===== src/rtl/core/tdp_pkg.sv =====
// ----------------------------------------------------------------------------
// tdp_pkg
// Shared widths, microcode word layout and control program for the
// trial-division prime test.
// ----------------------------------------------------------------------------
package tdp_pkg;

  // Width of the tested value, taken from the low bits of the request.
  localparam int VALUE_BITS = 32;
  localparam int SQ_BITS    = VALUE_BITS + 1;
  localparam int CNT_BITS   = $clog2(VALUE_BITS + 1);
  localparam int PC_BITS    = 4;

  typedef logic [VALUE_BITS-1:0] value_t;
  typedef logic [SQ_BITS-1:0]    square_t;
  typedef logic [PC_BITS-1:0]    pc_t;

  // Datapath action of one step.
  typedef enum logic [2:0] {
    A_NONE,
    A_LOAD,
    A_DIV_START,
    A_NEXT_DIV,
    A_DONE_PRIME,
    A_DONE_COMPOSITE
  } act_t;

  // Branch condition of one step; the step falls through when false.
  typedef enum logic [2:0] {
    C_REM_ZERO,
    C_ALWAYS,
    C_NO_START,
    C_SMALL,
    C_TWO,
    C_EVEN,
    C_SQ_GT,
    C_DIV_BUSY
  } cond_t;

  typedef struct packed {
    act_t  act;
    cond_t cond;
    pc_t   target;
  } uword_t;

  // Status from the remainder unit.
  typedef struct packed {
    logic busy;
    logic rem_zero;
  } rem_stat_t;

  // Program addresses.
  localparam pc_t S_IDLE   = 4'd0;
  localparam pc_t S_SMALL  = 4'd1;
  localparam pc_t S_TWO    = 4'd2;
  localparam pc_t S_EVEN   = 4'd3;
  localparam pc_t S_BOUND  = 4'd4;
  localparam pc_t S_DIV    = 4'd5;
  localparam pc_t S_WAIT   = 4'd6;
  localparam pc_t S_REM    = 4'd7;
  localparam pc_t S_STEP   = 4'd8;
  localparam pc_t S_PASS   = 4'd9;
  localparam pc_t S_FAIL   = 4'd10;

  // Control store.
  function automatic uword_t ucode_fetch(input pc_t pc);
    uword_t w;
    unique case (pc)
      S_IDLE:  w = '{act: A_LOAD,           cond: C_NO_START, target: S_IDLE};
      S_SMALL: w = '{act: A_NONE,           cond: C_SMALL,    target: S_FAIL};
      S_TWO:   w = '{act: A_NONE,           cond: C_TWO,      target: S_PASS};
      S_EVEN:  w = '{act: A_NONE,           cond: C_EVEN,     target: S_FAIL};
      S_BOUND: w = '{act: A_NONE,           cond: C_SQ_GT,    target: S_PASS};
      S_DIV:   w = '{act: A_DIV_START,      cond: C_ALWAYS,   target: S_WAIT};
      S_WAIT:  w = '{act: A_NONE,           cond: C_DIV_BUSY, target: S_WAIT};
      S_REM:   w = '{act: A_NONE,           cond: C_REM_ZERO, target: S_FAIL};
      S_STEP:  w = '{act: A_NEXT_DIV,       cond: C_ALWAYS,   target: S_BOUND};
      S_PASS:  w = '{act: A_DONE_PRIME,     cond: C_ALWAYS,   target: S_IDLE};
      S_FAIL:  w = '{act: A_DONE_COMPOSITE, cond: C_ALWAYS,   target: S_IDLE};
      default: w = '{act: A_NONE,           cond: C_ALWAYS,   target: S_IDLE};
    endcase
    return w;
  endfunction

endpackage


===== src/rtl/core/tdp_rem_unit.sv =====
// ----------------------------------------------------------------------------
// tdp_rem_unit
// Restoring remainder unit: one quotient bit per cycle.
// ----------------------------------------------------------------------------
module tdp_rem_unit (
  input  logic               clk,
  input  logic               rst,
  input  logic               start,
  input  tdp_pkg::value_t    dividend,
  input  tdp_pkg::value_t    divisor,
  output tdp_pkg::rem_stat_t stat
);
  import tdp_pkg::*;

  logic                busy;
  logic [CNT_BITS-1:0] count;
  value_t              dvd;
  value_t              dsr;
  square_t             rem;
  square_t             rem_shift;
  square_t             rem_next;

  // One restoring step: shift in next dividend bit, subtract if it fits.
  always_comb begin
    rem_shift = {rem[VALUE_BITS-1:0], dvd[VALUE_BITS-1]};
    if (rem_shift >= {1'b0, dsr}) begin
      rem_next = rem_shift - {1'b0, dsr};
    end else begin
      rem_next = rem_shift;
    end
  end

  // Control and operands.
  always_ff @(posedge clk) begin
    if (rst) begin
      busy  <= 1'b0;
      count <= '0;
    end else if (start) begin
      busy  <= 1'b1;
      count <= CNT_BITS'(VALUE_BITS);
    end else if (busy) begin
      count <= count - CNT_BITS'(1);
      if (count == CNT_BITS'(1)) begin
        busy <= 1'b0;
      end
    end
  end

  // Payload; no reset needed.
  always_ff @(posedge clk) begin
    if (start) begin
      rem <= '0;
      dvd <= dividend;
      dsr <= divisor;
    end else if (busy) begin
      rem <= rem_next;
      dvd <= {dvd[VALUE_BITS-2:0], 1'b0};
    end
  end

  assign stat.busy     = busy;
  assign stat.rem_zero = (rem == '0);

endmodule


===== config.mk =====
export PLATFORM = sky130hd
export DESIGN_NAME = tdp_rem_unit
export DESIGN_NICKNAME = d
export VERILOG_FILES = /design/src/rtl/core/tdp_pkg.sv /design/src/rtl/core/tdp_rem_unit.sv
export SDC_FILE = /design/constraint.sdc
export NUM_CORES = 1
export LEC_CHECK = 0
export ABC_CLOCK_PERIOD_IN_PS = 2750
export BUFFER_PORTS_ARGS = -buffer_cell sky130_fd_sc_hd__buf_2
export CAP_MARGIN = 5
export CORE_AREA = 2 2 146 134
export CTS_CLUSTER_DIAMETER = 120
export DETAILED_ROUTE_END_ITERATION = 7
export DIE_AREA = 0 0 148 136
export PLACE_DENSITY = 0.57
export SLEW_MARGIN = 0
export SYNTH_ARGS = -nofsm -noshare
export SYNTH_HDL_FRONTEND = slang
export SYNTH_SLANG_ARGS = --single-unit
export TNS_END_PERCENT = 30

===== constraint.sdc =====
create_clock -name clk -period 2.75 [get_ports clk]
set_input_delay 0.55 -clock clk [delete_from_list [all_inputs] [get_ports clk]]
set_output_delay 0.55 -clock clk [all_outputs]
set_load 0.02 [all_outputs]

==> impl_metrics.csv, run 1 <==
group,metric,value,unit
pwr,irDropWorstVdd,323,µV
yosys,synth_top_cell_area_share,30.9,%
final_layout,nets,777,
floorplan,die_area,20100,µm²
detailed_routing,via_per_inst,5.15,
yosys,synth_most_common_cell,"edfxtp_1",
pwr,power,4.43,mW
floorplan,die_h,136,µm
final_layout,area_delta_synth_final,19.2,%
final_layout,drive_gt1_share,27.6,%
setup_path,cp.required,3.05,ns
grt,overflow,0,
detailed_routing,drcViolationCount,0,
setup_path,critPathMaxStageDelay,0.49,ns
yosys,yosys_warnings,0,
setup_path,slowest_stage,"or4_1",
sta,period_share,96.8,%
sta,maxSlewHeadroom,60.7,%
final_layout,finalInstanceArea,7410,µm²
floorplan,start_util,33.2,%
sta,setup_viol,0,
clocking,clk_pin_slew,0.08,ns
pwr,power.density,597,nW/µm²
yosys,yosys-top-cells-area,"edfxtp_1 31%, dfxtp_1 13%, ha_1 6.8%",
sta,finalHoldViolCount,0,
yosys,synth_nets,693,
setup_path,rr_startpoint,"dsr[18]",
grt,grt_pass1_vias,4719,
clocking,clk_root_buffer_cell,"clkbuf_16",
yosys,synth-seq-cells,104,
detailed_routing,drtIter0Drc,265,
setup_path,startpoint_type,"flop",
setup_path,cp_max_fo,8,
final_layout,num_antenna_cells,0,
yosys,synth_edf_count,64,
outcome,status,"complete, no violations",
grt,grt_max_degree,102,
yosys,synth_flop_cell,"edfxtp_1",
yosys,synth_commonest_cells,"64 x edfxtp_1, 54 x nor2_1, 45 x inv_1",
detailed_routing,wire_per_inst,15.8,µm
clocking,clock_latency,0.37,ns
sta,setup_tns,0,ns
yosys,syn_area,6220,µm²
place,placed_cell_area,6900,µm²
setup_path,crit_chain,"inv_1 > ha_4 > nand3_2 > or4_1 > a211o_1 > a31oi_4 > a41o_1 > xor2_1 > mux2i_1 > a211oi_2",
place,place_congestion,0.876,
yosys,yosysSeqAreaShare,43.8,%
setup_path,end_kind,"flop",
grt,antenna_found_initial,0,
yosys,async_flop_share,0,%
detailed_routing,finalWirelength,14.7,mm
clocking,cts_tree,"done",
floorplan,row_count,48,
sta,period_needed,2.66,ns
job,max-cap-violations,0,
floorplan,io_pins,69,
place,io_buffers,68,
clocking,cts.sink_count,104,
place,hpwl,10.4,mm
yosys,ys_types,68,
setup_path,timing.critical_path.from,"dsr[18]",
detailed_routing,drtAntennaViolNets,0,
sta,tightest_slew,0.589,ns
yosys,synthesis.instances,591,
worst_hold_path,worstHoldPathType,"input pin to flop",
clocking,clk_path_buf_depth,2,
sta,rsz0062_at_grt,"yes",
detailed_routing,vias,4787,
sta,fmax,376,MHz
grt,grt.total_usage,14.9,%
pwr,power.leakage,2.97,nW
grt,grt_pass1_wl,23.9,mm
setup_path,cp.arrival,2.96,ns
sta,finalClockSkew,0.0111,ns
floorplan,core,18700,µm²
worst_hold_path,min_from,"divisor[25]",
floorplan,die_w,148,µm
setup_path,worstSetupPathType,"flop to flop",
detailed_routing,drt_pass1_iterations,4,
yosys,synth_top_cell_by_area,"edfxtp_1",
clocking,cts_made_buffers,9,
clocking,cts_htree_levels,3,
sta,drv_slew,0,
yosys,synth.avg_cell_area,10.5,µm²
-- metrics by stage --
step	cells	hold slack, ns	utilization (%)	setup WS [ns]
6_report	930	0.348	39.6	0.0886
3_3_place_gp	910	0.488	36.8	0.0377
3_5_place_dp	910	0.496	36.8	-0.0408
4_1_cts	926	0.342	38.5	-0.0380
2_1_floorplan	591	0.469	-	0.268
5_1_grt	930	0.337	39.6	-0.0523
-- final cells by class --
type                            count  area (µm²)
Clock buffer                        9         225
Clock inverter                      7        73.8
Fill cell                        1861       11300
Inverter                           47         176
Multi-Input combinational cell    415        3290
Sequential cell                   104        2720
Tap cell                          250         313
Timing Repair Buffer               98         606
-- cell families after synthesis --
| logic type | Yosys count | synth area share, % |
|---|---|---|
| multiplexers | 58 | 9.96 |
| flip-flops | 104 | 43.8 |
| AND/OR/NAND/NOR | 140 | 10.9 |
| AO/OA/AOI/OAI | 151 | 17.7 |
| buffers and inverters | 72 | 6.18 |
| XOR/XNOR | 31 | 4.37 |
| adder cells (fa/ha/maj) | 35 | 7.16 |
-- report_power, final --
group	leakage [nW]	switching [mW]	total, mW	internal [mW]
Sequential	0.965	0.0837	1.89	1.81
Clock	0.148	0.668	1.32	0.649
Combinational	1.86	0.652	1.22	0.564
Total	2.97	1.40	4.43	3.02
-- worst max-delay path, delay by kind of cell (launching register included) --
kind / cells / cell delay [ns]
AO/OA/AOI/OAI: 4 / 0.99
buffers and inverters: 1 / 0.07
multiplexers: 1 / 0.11
XOR/XNOR: 1 / 0.18
flip-flops: 1 / 0.34
AND/OR/NAND/NOR: 2 / 0.58
adder cells (fa/ha/maj): 1 / 0.31
-- registers in the layout, summed over array words and instances, names as in the netlist --
name   count
busy       1
count      6
dsr       32
dvd       32
rem       33
-- timing repair --
action,in CTS,in global routing
pin swaps,0,14
gates resized for setup,2,35
setup buffers,0,4
setup endpoints to repair,3,33
hold buffers,0,0
-- layout by cell type (no fill, tap or decap), types with 4 or more instances in the layout --
master,netlist,layout
edfxtp_1,64,64
clkbuf_16,0,9
o21bai_1,5,4
buf_2,0,67
nand4_1,8,8
o21ai_0,17,13
a21oi_1,35,33
nand2_1,23,23
mux2_2,31,31
nor4_1,10,9
xnor2_1,19,19
o21ai_1,0,4
xor2_1,12,12
a21o_1,14,14
and3_1,6,6
o211ai_1,6,6
mux2i_1,27,26
nor3_1,14,13
inv_8,0,4
nand3_1,9,9
nor2_1,54,54
a211oi_1,28,25
ha_4,0,7
inv_1,45,44
ha_1,34,26
buf_4,3,28
o21a_1,5,5
a211oi_2,2,5
dfxtp_1,40,39
-- metal layers --
layer | GRT usage (%) | up-vias | wire length, µm
met5 | 0 | - | 0
met4 | 4.29 | 0 | 228
met3 | 5.44 | 15 | 986
met2 | 22.7 | 131 | 6470
met1 | 20.0 | 2274 | 7010
li1 | - | 2367 | -
-- path summary, 6_finish.rpt --
path	cells after the start	slack, ns	to
max	10	0.09	rem[28]
min	1	0.35	dsr[25]
max reg2reg	10	0.09	rem[28]
min reg2reg	2	0.51	count[1]
Note: power is estimated with default switching activity, not from simulation.
==> run 2, diff against run 1 <==
--- a/config.mk
+++ b/config.mk
@@ -12,7 +12,7 @@
 export CTS_CLUSTER_DIAMETER = 120
 export DETAILED_ROUTE_END_ITERATION = 7
 export DIE_AREA = 0 0 148 136
-export PLACE_DENSITY = 0.57
+export PLACE_DENSITY = 0.56
 export SLEW_MARGIN = 0
 export SYNTH_ARGS = -nofsm -noshare
 export SYNTH_HDL_FRONTEND = slang
==> run 2 against run 1 <==
Compared with the run above: routed wire length shrank 0.63%; via count shrank 0.29%; first-iteration DRC count shrank 10%; die area is the same; worst hold slack is essentially flat; clock-buffer cell count is the same.
==> impl_metrics.csv, run 2 (same netlist as run 1, synthesis figures left out) <==
group,metric,value,unit
floorplan,start_util,33.2,%
sta,fmax,373,MHz
sta,period_share,97.5,%
floorplan,die_area,20100,µm²
clocking,cts.sink_count,104,
final_layout,largest-register,"rem",
clocking,cts_made_buffers,9,
setup_path,end_kind,"flop",
detailed_routing,wire_per_inst,15.7,µm
final_layout,largest_reg_flops,33,
sta,period_needed,2.68,ns
place,hpwl,10.3,mm
setup_path,critPathMaxStageDelay,0.48,ns
clocking,clk_path_buf_depth,2,
detailed_routing,drcViolationCount,0,
setup_path,slowest_stage,"or4_4",
clocking,clk_pin_slew,0.08,ns
sta,maxSlewHeadroom,55.6,%
final_layout,drive_gt1_share,29.3,%
floorplan,row_count,48,
final_layout,num_antenna_cells,0,
clocking,clock_latency,0.37,ns
place,io_buffers,68,
worst_hold_path,worstHoldPathType,"input pin to flop",
floorplan,io_pins,69,
final_layout,finalInstanceArea,7480,µm²
pwr,power.leakage,2.99,nW
sta,drv_slew,0,
sta,tightest_slew,0.665,ns
clocking,cts_tree,"done",
setup_path,crit_chain,"ha_4 > nand3_2 > or4_4 > a211o_1 > a31oi_4 > a41o_1 > xor2_1 > mux2i_2 > a211oi_2",
detailed_routing,finalWirelength,14.6,mm
grt,antenna_found_initial,0,
setup_path,cp_max_fo,6,
sta,finalClockSkew,0.0141,ns
detailed_routing,via_per_inst,5.13,
grt,grt_pass1_wl,23.5,mm
place,placed_cell_area,6880,µm²
grt,grt_max_degree,71,
clocking,clk_root_buffer_cell,"clkbuf_16",
final_layout,reg_top3,"rem (33), dsr (32), dvd (32)",
floorplan,die_h,136,µm
job,max-cap-violations,0,
setup_path,cp.required,3.03,ns
setup_path,startpoint_type,"flop",
pwr,power.density,604,nW/µm²
setup_path,cp.arrival,2.97,ns
grt,grt.total_usage,14.5,%
detailed_routing,drt_pass1_iterations,5,
final_layout,layout_common_cells,"67 x buf_2, 64 x edfxtp_1, 54 x nor2_1, 43 x inv_1, 38 x dfxtp_1",
sta,setup_viol,0,
sta,finalHoldViolCount,0,
final_layout,nFillCells,1856,
final_layout,final_common_cell,"buf_2",
setup_path,worstSetupPathType,"flop to flop",
pwr,irDropWorstVdd,327,µV
outcome,status,"complete, no violations",
detailed_routing,drtIter0Drc,238,
detailed_routing,vias,4773,
place,place_congestion,0.873,
final_layout,nets,777,
floorplan,die_w,148,µm
final_layout,area_delta_synth_final,20.3,%
clocking,holdBufCountCts,0,
grt,grt_pass1_vias,4733,
sta,rsz0062_at_grt,"yes",
floorplan,core,18700,µm²
grt,overflow,0,
detailed_routing,drtAntennaViolNets,0,
clocking,cts_htree_levels,3,
final_layout,fin_util,39.9,%
==> run 2: cell count changes in the layout (fill, tap and decap cells not counted), moves of 2 or more <==
cell       previous run  this run
a211oi_1             25        23
ha_1                 26        23
ha_2                  1         4
inv_8                 4         2
a211oi_2              5         7
a2111oi_2             2         0
==> run 2: critical path: cells and delay by family, from the launching register on <==
family	cells	cell delay, ns
AO/OA/AOI/OAI	4	1.01
AND/OR/NAND/NOR	2	0.57
flip-flops	1	0.39
adder cells (fa/ha/maj)	1	0.33
XOR/XNOR	1	0.18
multiplexers	1	0.11
==> run 2: metal layers <==
metal  up-vias  share of wire, %  track usage [%]
met4         0               1.3             4.34
met1      2281                48             19.2
met5         -                 0                0
met3        19               6.1             4.60
met2       102                45             22.9
li1       2371                 -                -
==> run 2: where the power goes <==
| part | internal, mW | switching [mW] | total, mW | leakage, nW |
|---|---|---|---|---|
| combinational | 0.574 | 0.661 | 1.23 | 1.86 |
| clock | 0.736 | 0.654 | 1.39 | 0.157 |
| sequential | 1.81 | 0.0853 | 1.90 | 0.966 |
==> run 2: final timing paths <==
path / from / endpoint / slack [ns] / depth (start not counted)
worst max register to register: rem[17] / rem[28] / 0.07 / 9
worst min register to register: count[1] / count[1] / 0.51 / 2
worst min-delay path: divisor[3] / dsr[3] / 0.35 / 1
worst max-delay path: rem[17] / rem[28] / 0.07 / 9
==> run 2: cell type report <==
type | count | area, µm² | area share [%]
Timing Repair Buffer | 98 | 614 | 8.21
Multi-Input combinational cell | 415 | 3330 | 44.5
Clock inverter | 7 | 95.1 | 1.27
Sequential cell | 104 | 2730 | 36.4
Tap cell | 250 | 313 | 4.18
Clock buffer | 9 | 225 | 3.01
Inverter | 47 | 176 | 2.36
==> run 2: per-stage QoR <==
| stage | hold slack, ns | power, mW | worst slack, ns | std cells | TNS, ns |
|---|---|---|---|---|---|
| floorplan | 0.469 | 2.76 | 0.268 | 591 | 0 |
| global placement | 0.491 | 3.02 | 0.0309 | 909 | 0 |
| detailed placement | 0.489 | 3.05 | 0.00141 | 909 | 0 |
| CTS | 0.340 | 4.46 | 0.0113 | 925 | 0 |
| global route | 0.342 | 4.75 | -0.0326 | 930 | -0.112 |
| finish | 0.349 | 4.52 | 0.0682 | 930 | 0 |
==> run 2: timing repair <==
item / in CTS / in global routing
pin swaps: 0 / 15
buffers inserted: 0 / 4
gates resized for setup: 2 / 47
gates cloned: 0 / 1
endpoints found under the setup margin: 1 / 33
